==> src/rtl/ple_pkg.sv <==
// Shared types and codes for the positional list engine.
`default_nettype none
package ple_pkg;
  localparam int DATA_W = 32;
  localparam int POS_W = 7;
  localparam logic [3:0] OP_INS_FIRST = 4'd0;
  localparam logic [3:0] OP_INS_LAST = 4'd1;
  localparam logic [3:0] OP_INS_AT = 4'd2;
  localparam logic [3:0] OP_DEL_FIRST = 4'd3;
  localparam logic [3:0] OP_DEL_LAST = 4'd4;
  localparam logic [3:0] OP_DEL_AT = 4'd5;
  localparam logic [3:0] OP_FIND_FIRST = 4'd6;
  localparam logic [3:0] OP_FIND_LAST = 4'd7;
  localparam logic [3:0] OP_COUNT = 4'd8;
  localparam logic [3:0] OP_LENGTH = 4'd9;
  localparam logic [3:0] OP_REVERSE = 4'd10;
  localparam logic [1:0] ST_OK = 2'd0;
  localparam logic [1:0] ST_BADPOS = 2'd1;
  localparam logic [1:0] ST_EMPTY = 2'd2;
  localparam logic [1:0] ST_FULL = 2'd3;
endpackage
`default_nettype wire

==> src/rtl/positional_list_engine.sv <==
// Top level: list sequencer around one RAM holding the list entries.
// Length, unused codes, rejects and searches of an empty list skip the RAM and go straight
// to the output; inserts and deletes shift entries, searches read every entry, and reverse
// swaps pairs of entries from both ends when the length is at least 2.
// One item at a time: the next input transfer can come in the cycle after the output transfer.
// Synchronous active-low reset clears the length and control; RAM is not cleared.
`default_nettype none
module positional_list_engine #(
  parameter int CAPACITY = 64
) (
  input  wire logic        clk,
  input  wire logic        rst_n,
  input  wire logic        in_tvalid,
  output logic             in_tready,
  input  wire logic [47:0] in_tdata,  // opcode[3:0], item_value[35:4], position[42:36]
  output logic             out_tvalid,
  input  wire logic        out_tready,
  output logic [39:0]      out_tdata  // result_value[31:0], status[33:32]
);
  import ple_pkg::*;
  localparam int AW = $clog2(CAPACITY);
  localparam int LW = $clog2(CAPACITY + 1);

  typedef enum logic [4:0] {
    S_IDLE = 5'b00001, S_RUN = 5'b00010, S_REV = 5'b00100,
    S_DONE = 5'b01000, S_OUT = 5'b10000
  } state_t;

  state_t state_r, state_nxt;
  logic [LW-1:0] len_r, len_nxt;
  logic [3:0] op_r, op_nxt;
  logic [DATA_W-1:0] val_r, val_nxt, res_r, res_nxt;
  logic [1:0] st_r, st_nxt;
  logic [LW-1:0] i_r, i_nxt, j_r, j_nxt, end_r, end_nxt;
  logic rd_ok_r, rd_ok_nxt, phase_r, phase_nxt;
  logic [DATA_W-1:0] hold_r, hold_nxt;
  logic we;
  logic [AW-1:0] waddr, raddr;
  logic [DATA_W-1:0] wdata, rdata;
  logic [LW-1:0] ridx_r, ridx_nxt;

  ple_ram #(.WIDTH(DATA_W), .DEPTH(CAPACITY)) u_ram (
    .clk(clk), .we(we), .waddr(waddr), .wdata(wdata), .raddr(raddr), .rdata(rdata)
  );

  wire [3:0] in_op = in_tdata[3:0];
  wire [DATA_W-1:0] in_val = in_tdata[35:4];
  wire [LW:0] in_pos = (LW+1)'(in_tdata[42:36]);
  wire [LW:0] len_x = (LW+1)'(len_r);
  wire full = (len_r == LW'(CAPACITY));

  assign in_tready = (state_r == S_IDLE);
  assign out_tvalid = (state_r == S_OUT);
  assign out_tdata = {6'd0, st_r, res_r};

  // Shift modes: insert moves entries up with j_r walking down from len to i_r;
  // delete moves down walking up. Search reads 0..len-1.
  always_comb begin
    state_nxt = state_r; len_nxt = len_r; op_nxt = op_r; val_nxt = val_r;
    res_nxt = res_r; st_nxt = st_r; i_nxt = i_r; j_nxt = j_r; end_nxt = end_r;
    rd_ok_nxt = 1'b0; phase_nxt = phase_r; hold_nxt = hold_r; ridx_nxt = ridx_r;
    we = 1'b0; waddr = AW'(i_r); wdata = val_r; raddr = AW'(i_r);
    unique case (state_r)
      S_IDLE: begin
        if (in_tvalid) begin
          op_nxt = in_op; val_nxt = in_val; res_nxt = '0; st_nxt = ST_OK;
          state_nxt = S_DONE;
          case (in_op) inside
            OP_INS_FIRST, OP_INS_LAST, OP_INS_AT: begin
              if (in_op == OP_INS_AT && (in_pos == 0 || in_pos > len_x + 1))
                st_nxt = ST_BADPOS;
              else if (full) st_nxt = ST_FULL;
              else begin
                // target index in i, walk j from len down to i
                i_nxt = (in_op == OP_INS_FIRST) ? '0 :
                        (in_op == OP_INS_LAST) ? len_r : LW'(in_pos - 1);
                j_nxt = len_r;
                ridx_nxt = len_r;
                state_nxt = S_RUN;
              end
            end
            OP_DEL_FIRST, OP_DEL_LAST, OP_DEL_AT: begin
              if (in_op != OP_DEL_AT && len_r == 0) begin
                res_nxt = '1; st_nxt = ST_EMPTY;
              end else if (in_op == OP_DEL_AT && (in_pos == 0 || in_pos > len_x)) begin
                res_nxt = '1; st_nxt = ST_BADPOS;
              end else begin
                i_nxt = (in_op == OP_DEL_FIRST) ? '0 :
                        (in_op == OP_DEL_LAST) ? LW'(len_r - 1) : LW'(in_pos - 1);
                j_nxt = (in_op == OP_DEL_FIRST) ? '0 :
                        (in_op == OP_DEL_LAST) ? LW'(len_r - 1) : LW'(in_pos - 1);
                ridx_nxt = j_nxt;
                state_nxt = S_RUN;
              end
            end
            OP_FIND_FIRST, OP_FIND_LAST, OP_COUNT: begin
              j_nxt = '0; ridx_nxt = '0;
              if (len_r != 0) state_nxt = S_RUN;
            end
            OP_LENGTH: res_nxt = DATA_W'(len_r);
            OP_REVERSE: begin
              j_nxt = '0; end_nxt = LW'(len_r - 1); phase_nxt = 1'b0; ridx_nxt = '0;
              if (len_r > 1) state_nxt = S_REV;
            end
            default: ;
          endcase
        end
      end
      S_RUN: begin
        // ridx_r is issued this cycle; rdata returns for the previous issue
        raddr = AW'(ridx_r);
        case (op_r) inside
          OP_INS_FIRST, OP_INS_LAST, OP_INS_AT: begin
            // j_r: slot being written. Need entry j-1 when j > i.
            if (j_r == i_r) begin
              we = 1'b1; waddr = AW'(i_r); wdata = val_r;
              len_nxt = len_r + 1'b1; state_nxt = S_DONE;
            end else if (!rd_ok_r) begin
              raddr = AW'(j_r - 1'b1); rd_ok_nxt = 1'b1;
            end else begin
              we = 1'b1; waddr = AW'(j_r); wdata = rdata;
              j_nxt = j_r - 1'b1;
              if (j_r - 1'b1 != i_r) begin
                raddr = AW'(j_r - 2'd2); rd_ok_nxt = 1'b1;
              end
            end
          end
          OP_DEL_FIRST, OP_DEL_LAST, OP_DEL_AT: begin
            // read entry j, first read gives the removed value, then j+1 -> j
            if (!rd_ok_r) begin
              raddr = AW'(j_r); rd_ok_nxt = 1'b1; phase_nxt = 1'b0;
            end else begin
              if (!phase_r) res_nxt = rdata;
              else begin
                we = 1'b1; waddr = AW'(j_r - 1'b1); wdata = rdata;
              end
              phase_nxt = 1'b1;
              if ((LW+1)'(j_r) + 1 < len_x) begin
                raddr = AW'(j_r + 1'b1); j_nxt = j_r + 1'b1; rd_ok_nxt = 1'b1;
              end else begin
                len_nxt = len_r - 1'b1; state_nxt = S_DONE;
              end
            end
          end
          default: begin
            // searches: j_r issued index, i_r index of returned data
            if (rd_ok_r) begin
              if (rdata == val_r) begin
                if (op_r == OP_COUNT) res_nxt = res_r + 1'b1;
                else if (op_r == OP_FIND_LAST || res_r == 0)
                  res_nxt = DATA_W'(i_r) + 1'b1;
              end
            end
            if (rd_ok_r && (LW+1)'(i_r) + 1 >= len_x) state_nxt = S_DONE;
            else begin
              raddr = AW'(j_r);
              if ((LW+1)'(j_r) < len_x) begin
                rd_ok_nxt = 1'b1; j_nxt = j_r + 1'b1; i_nxt = j_r;
              end
            end
          end
        endcase
      end
      S_REV: begin
        // read low, read high, write high value low, write held low value high
        if (!phase_r) begin
          if (!rd_ok_r) begin
            raddr = AW'(j_r); rd_ok_nxt = 1'b1;
          end else begin
            hold_nxt = rdata; raddr = AW'(end_r); rd_ok_nxt = 1'b1; phase_nxt = 1'b1;
          end
        end else if (rd_ok_r) begin
          we = 1'b1; waddr = AW'(j_r); wdata = rdata;
        end else begin
          we = 1'b1; waddr = AW'(end_r); wdata = hold_r; phase_nxt = 1'b0;
          if ((LW+1)'(j_r) + 2 >= (LW+1)'(end_r)) state_nxt = S_DONE;
          else begin
            // advance to the next pair and issue its low read
            j_nxt = j_r + 1'b1; end_nxt = end_r - 1'b1;
            raddr = AW'(j_r + 1'b1); rd_ok_nxt = 1'b1;
          end
        end
      end
      S_DONE: state_nxt = S_OUT;
      S_OUT: if (out_tready) state_nxt = S_IDLE;
      default: state_nxt = S_IDLE;
    endcase
  end

  always_ff @(posedge clk) begin
    if (!rst_n) begin
      state_r <= S_IDLE; len_r <= '0; rd_ok_r <= 1'b0; phase_r <= 1'b0;
      i_r <= '0;
    end else begin
      state_r <= state_nxt; len_r <= len_nxt; rd_ok_r <= rd_ok_nxt;
      phase_r <= phase_nxt; i_r <= i_nxt;
    end
    op_r <= op_nxt; val_r <= val_nxt; res_r <= res_nxt; st_r <= st_nxt;
    j_r <= j_nxt; end_r <= end_nxt; hold_r <= hold_nxt; ridx_r <= ridx_nxt;
  end
endmodule
`default_nettype wire

==> src/rtl/ple_ram.sv <==
// Generic single-port-write, single-port-read RAM with registered read.
`default_nettype none
module ple_ram #(
  parameter int WIDTH = 32,
  parameter int DEPTH = 64
) (
  input  wire logic                     clk,
  input  wire logic                     we,
  input  wire logic [$clog2(DEPTH)-1:0] waddr,
  input  wire logic [WIDTH-1:0]         wdata,
  input  wire logic [$clog2(DEPTH)-1:0] raddr,
  output logic      [WIDTH-1:0]         rdata
);
  logic [WIDTH-1:0] mem [DEPTH];
  always_ff @(posedge clk) begin
    if (we) mem[waddr] <= wdata;
    rdata <= mem[raddr];
  end
endmodule
`default_nettype wire

==> config.mk <==
export PLATFORM = sky130hd
export DESIGN_NAME = positional_list_engine
export DESIGN_NICKNAME = d
export VERILOG_FILES = /design/src/rtl/ple_pkg.sv /design/src/rtl/positional_list_engine.sv /design/src/rtl/ple_ram.sv
export SDC_FILE = /design/constraint.sdc
export NUM_CORES = 2
export LEC_CHECK = 0
export ABC_AREA = 0
export BUFFER_PORTS_ARGS = -buffer_cell sky130_fd_sc_hd__buf_2
export CORE_MARGIN = 5
export CORE_UTILIZATION = 40
export DETAILED_ROUTE_END_ITERATION = 7
export PLACE_DENSITY_LB_ADDON = 0.15
export SLEW_MARGIN = 40
export SYNTH_ARGS = -nofsm -noshare
export SYNTH_HDL_FRONTEND = slang
export SYNTH_SLANG_ARGS = --single-unit
==> constraint.sdc <==
create_clock -name clk -period 6.19 [get_ports clk]
set_clock_uncertainty 0.1 [all_clocks]
set_input_delay 1.238 -clock clk [delete_from_list [all_inputs] [get_ports clk]]
set_output_delay 1.238 -clock clk [all_outputs]
set_load 0.02 [all_outputs]
==> results.cfg <==
[critical_path]
worst_path_dominant_cell_family = compound AO/OA/AOI/OAI gates
critPathBufInv = 2
cp-start-kind = flop
slowest_delay_ns = 0.70
critPathMostFrequentCell = ha_1
slowest_stage = o31ai_4
required_ns = 6.92
reg2reg_slack_ns = 0.29
critPathCaptureType = flop
critPathArrivalTime_ns = 6.63
cp_max_fo = 27
crit_chain = ha_1 > nand3_1 > nor2_1 > xor2_1 > ha_1 > o2111ai_1 > o21ai_1 > o22ai_1 > a221o_1 > o31ai_4 > nor3_2 > buf_12 > buf_4 > a22o_1 > o21ai_0 > o221ai_1 > a2bb2o_2
crit_type = reg -> reg

[clock_network]
root_buffer = clkbuf_16
htreeDepth = 4
clkSinkCount = 2223
cts_made_buffers = 230
tritoncts = yes
clk_latency_ns = 0.88
cts_buffer_depth = 3
cts_hold_buf = 0
clk_pin_slew_ns = 0.06

[power]
total_power_mw = 47.8
irDropWorstVdd_mv = 0.329
power.leakage_nw = 38.2
cellPowerDensity_nw_per_um2 = 438

[yosys]
async_reset_ff_share_pct = 0
ys_ff_latch = 2223
synthFlopType = edfxtp_1
synth-seq-area-share_pct = 70.1
syn_inst = 6665
ys_types = 92
syn_area_per_cell_sq_um = 14.2
synth_edf_count = 2170
netlist_area_sq_um = 94500
yosysWarnings = 0

[global_routing]
grt_first_pass_wirelength_mm = 430
antenna_found_initial = 9
grt_pass1_vias = 58400
grt_max_degree = 91
grt_usage_pct = 24.1
overflow = 0

[routing]
drtPass1Iterations = 6
route.detailed.drc = 0
wire_per_inst_microns = 29.4
drt_iter0_markers = 6676
wirelength_mm = 303
vias_per_cell = 5.91
ant_nets = 0
vias = 60900

[place]
numPortBuffers = 82
gp_congestion = 0.896
pre_cts_slack_ns = 0.0678
dp_hpwl_mm = 180

[sta]
fin_setup_tns_ns = 0
period_needed_ns = 5.90
hold_ws_ns = 0.431
maxSlewViolCount = 0
hold_viol_final = 0
rsz0062_at_grt = false
fmax_mhz = 170
fin_crit_sh_pct = 95.3
finalSetupViolCount = 0
fin_ws_ns = 0.293
relSlewSlack_pct = 40.5
worst_pin_slew_ns = 0.893

[worst_hold_path]
hold_path.class = in -> reg

[die]
pin_count = 94
placementRows = 178
fp.dieH_microns = 496
initial_utilization_pct = 40.2
die_w_microns = 496
fp.coreArea_sq_um = 235000
dieArea_sq_um = 246000

[layout]
drive_above_1_share_pct = 14.8
area_delta_synth_final_pct = 15.4
n_fill_cell = 20700
final_nets = 7048

[status]
outcome = complete, no violations

[flow_run]
drv_cap = 0
==> synth_stat cells (all sizes together) (5+ instances only) <==
| cell type | n | area (sq um) |
|---|---|---|
| edfxtp | 2170 | 65200 |
| a221o | 292 | 2920 |
| ha | 54 | 676 |
| buf | 207 | 1330 |
| o221ai | 69 | 604 |
| o211ai | 38 | 285 |
| o21ai | 164 | 821 |
| nor2b | 6 | 37.5 |
| nand2b | 16 | 100 |
| and3 | 131 | 820 |
| and2 | 12 | 75.1 |
| nand2 | 1198 | 4500 |
| a21oi | 236 | 1180 |
| o31ai | 11 | 87.6 |
| clkbuf | 261 | 983 |
| a211o | 67 | 587 |
| nand3 | 206 | 1030 |
| mux2 | 35 | 398 |
| o22ai | 45 | 282 |
| a221oi | 14 | 123 |
| a211oi | 113 | 876 |
| a311oi | 6 | 52.6 |
| a32o | 94 | 941 |
| and4 | 5 | 43.8 |
| dfxtp | 53 | 1060 |
| a22oi | 16 | 120 |
| a22o | 36 | 315 |
| nand3b | 9 | 67.6 |
| a2bb2o | 30 | 539 |
| a31oi | 104 | 651 |
| inv | 34 | 128 |
| nor2 | 170 | 646 |
| nand4 | 31 | 194 |
| xnor2 | 98 | 858 |
| o21a | 14 | 105 |
| or3 | 7 | 43.8 |
| nor4bb | 31 | 310 |
| nor3b | 7 | 57.6 |
| xor2 | 20 | 175 |
| a21o | 15 | 113 |
| nor3 | 27 | 146 |
| nor4 | 14 | 87.6 |
| mux2i | 436 | 4360 |
==> cell usage in the layout, fill, tap and decap left out, types with 65 or more instances in the layout <==
cell type  count
nand3_1      203
a211oi_1     105
buf_4        355
clkbuf_16    232
clkinv_1      66
a31oi_1      103
buf_12        66
edfxtp_1    2170
o221ai_1      66
nor2_1       101
a32o_1        94
buf_2         83
a221o_1      269
and3_1       130
mux2i_1      436
xnor2_1       98
nor2_4        65
a211o_1       67
o21ai_0      149
nand2_1     1189
a21oi_1      233
==> layer usage <==
layer / vias up / track usage, % / share of wire [%]
met5: - / 0 / 0.0030
met4: 2 / 8.30 / 3.6
met3: 463 / 3.70 / 7.3
met2: 2452 / 37.6 / 46
met1: 31400 / 34.7 / 44
li1: 26600 / - / -
==> layout make-up <==
type                    count  area, sq um  share of cell area (%)
flip-flops and latches   2223        66200                    60.8
clock inverters           132         1140                    1.05
repair buffers            508         4460                    4.09
multi-input cells        3942        26800                    24.6
diodes                     11         27.5                  0.0253
clock buffers             301         6210                    5.70
well taps                3150         3940                    3.62
inverters                  37          139                   0.127
==> per-stage QoR <==
step	utilization (%)	instance area, sq um	instances
detailed placement	43.2	102000	9858
CTS	46.3	109000	10300
finish	46.3	109000	10300
global placement	43.1	101000	9855
floorplan	-	94500	6670
global route	46.3	109000	10300
==> worst reg2reg max path, stage by stage, from the launching register on <==
cell	delay, ns
edfxtp_1	0.58
ha_1	0.33
nand3_1	0.14
nor2_1	0.17
xor2_1	0.12
ha_1	0.33
o2111ai_1	0.13
o21ai_1	0.43
o22ai_1	0.19
a221o_1	0.42
o31ai_4	0.70
nor3_2	0.15
buf_12	0.22
buf_4	0.38
a22o_1	0.27
o21ai_0	0.48
o221ai_1	0.42
a2bb2o_2	0.32
==> logic make-up after synthesis <==
group | synth area share, %
multiplexers | 5.04
adder cells (fa/ha/maj) | 0.715
AO/OA/AOI/OAI | 11.7
other | 0.00397
AND/OR/NAND/NOR | 8.76
buffers and inverters | 2.59
XOR/XNOR | 1.09
flip-flops | 70.1
==> flip-flops by register name, indices dropped and copies added, names as in the netlist <==
name         flops
state_r          5
u_ram.mem     2048
rd_ok_r          1
res_r           32
i_r              7
len_r            7
end_r            7
u_ram.rdata     32
hold_r          32
st_r             2
j_r              7
ridx_r           6
phase_r          1
val_r           32
op_r             4
==> final timing paths <==
| check | start | cells after the start | end |
|---|---|---|---|
| worst min register to register | hold_r[17] | 1 | hold_r[17] |
| worst max register to register | j_r[1] | 17 | u_ram.rdata[1] |
| worst max-delay path | j_r[1] | 17 | u_ram.rdata[1] |
| worst min-delay path | in_tdata[10] | 1 | val_r[6] |
==> what timing repair did <==
| action | 4_1_cts | 5_1_grt |
|---|---|---|
| gates resized for setup | 0 | 3 |
| endpoints found under the setup margin | 0 | 7 |
| setup buffers | 0 | 0 |
==> power breakdown <==
part | leakage, nW | switching, mW | internal [mW] | total (mW)
combinational | 14.6 | 10.1 | 5.47 | 15.5
sequential | 20.0 | 0.888 | 17.8 | 18.7
clock | 3.60 | 5.86 | 7.71 | 13.6
No activity file was read; power rests on OpenSTA's default activity.
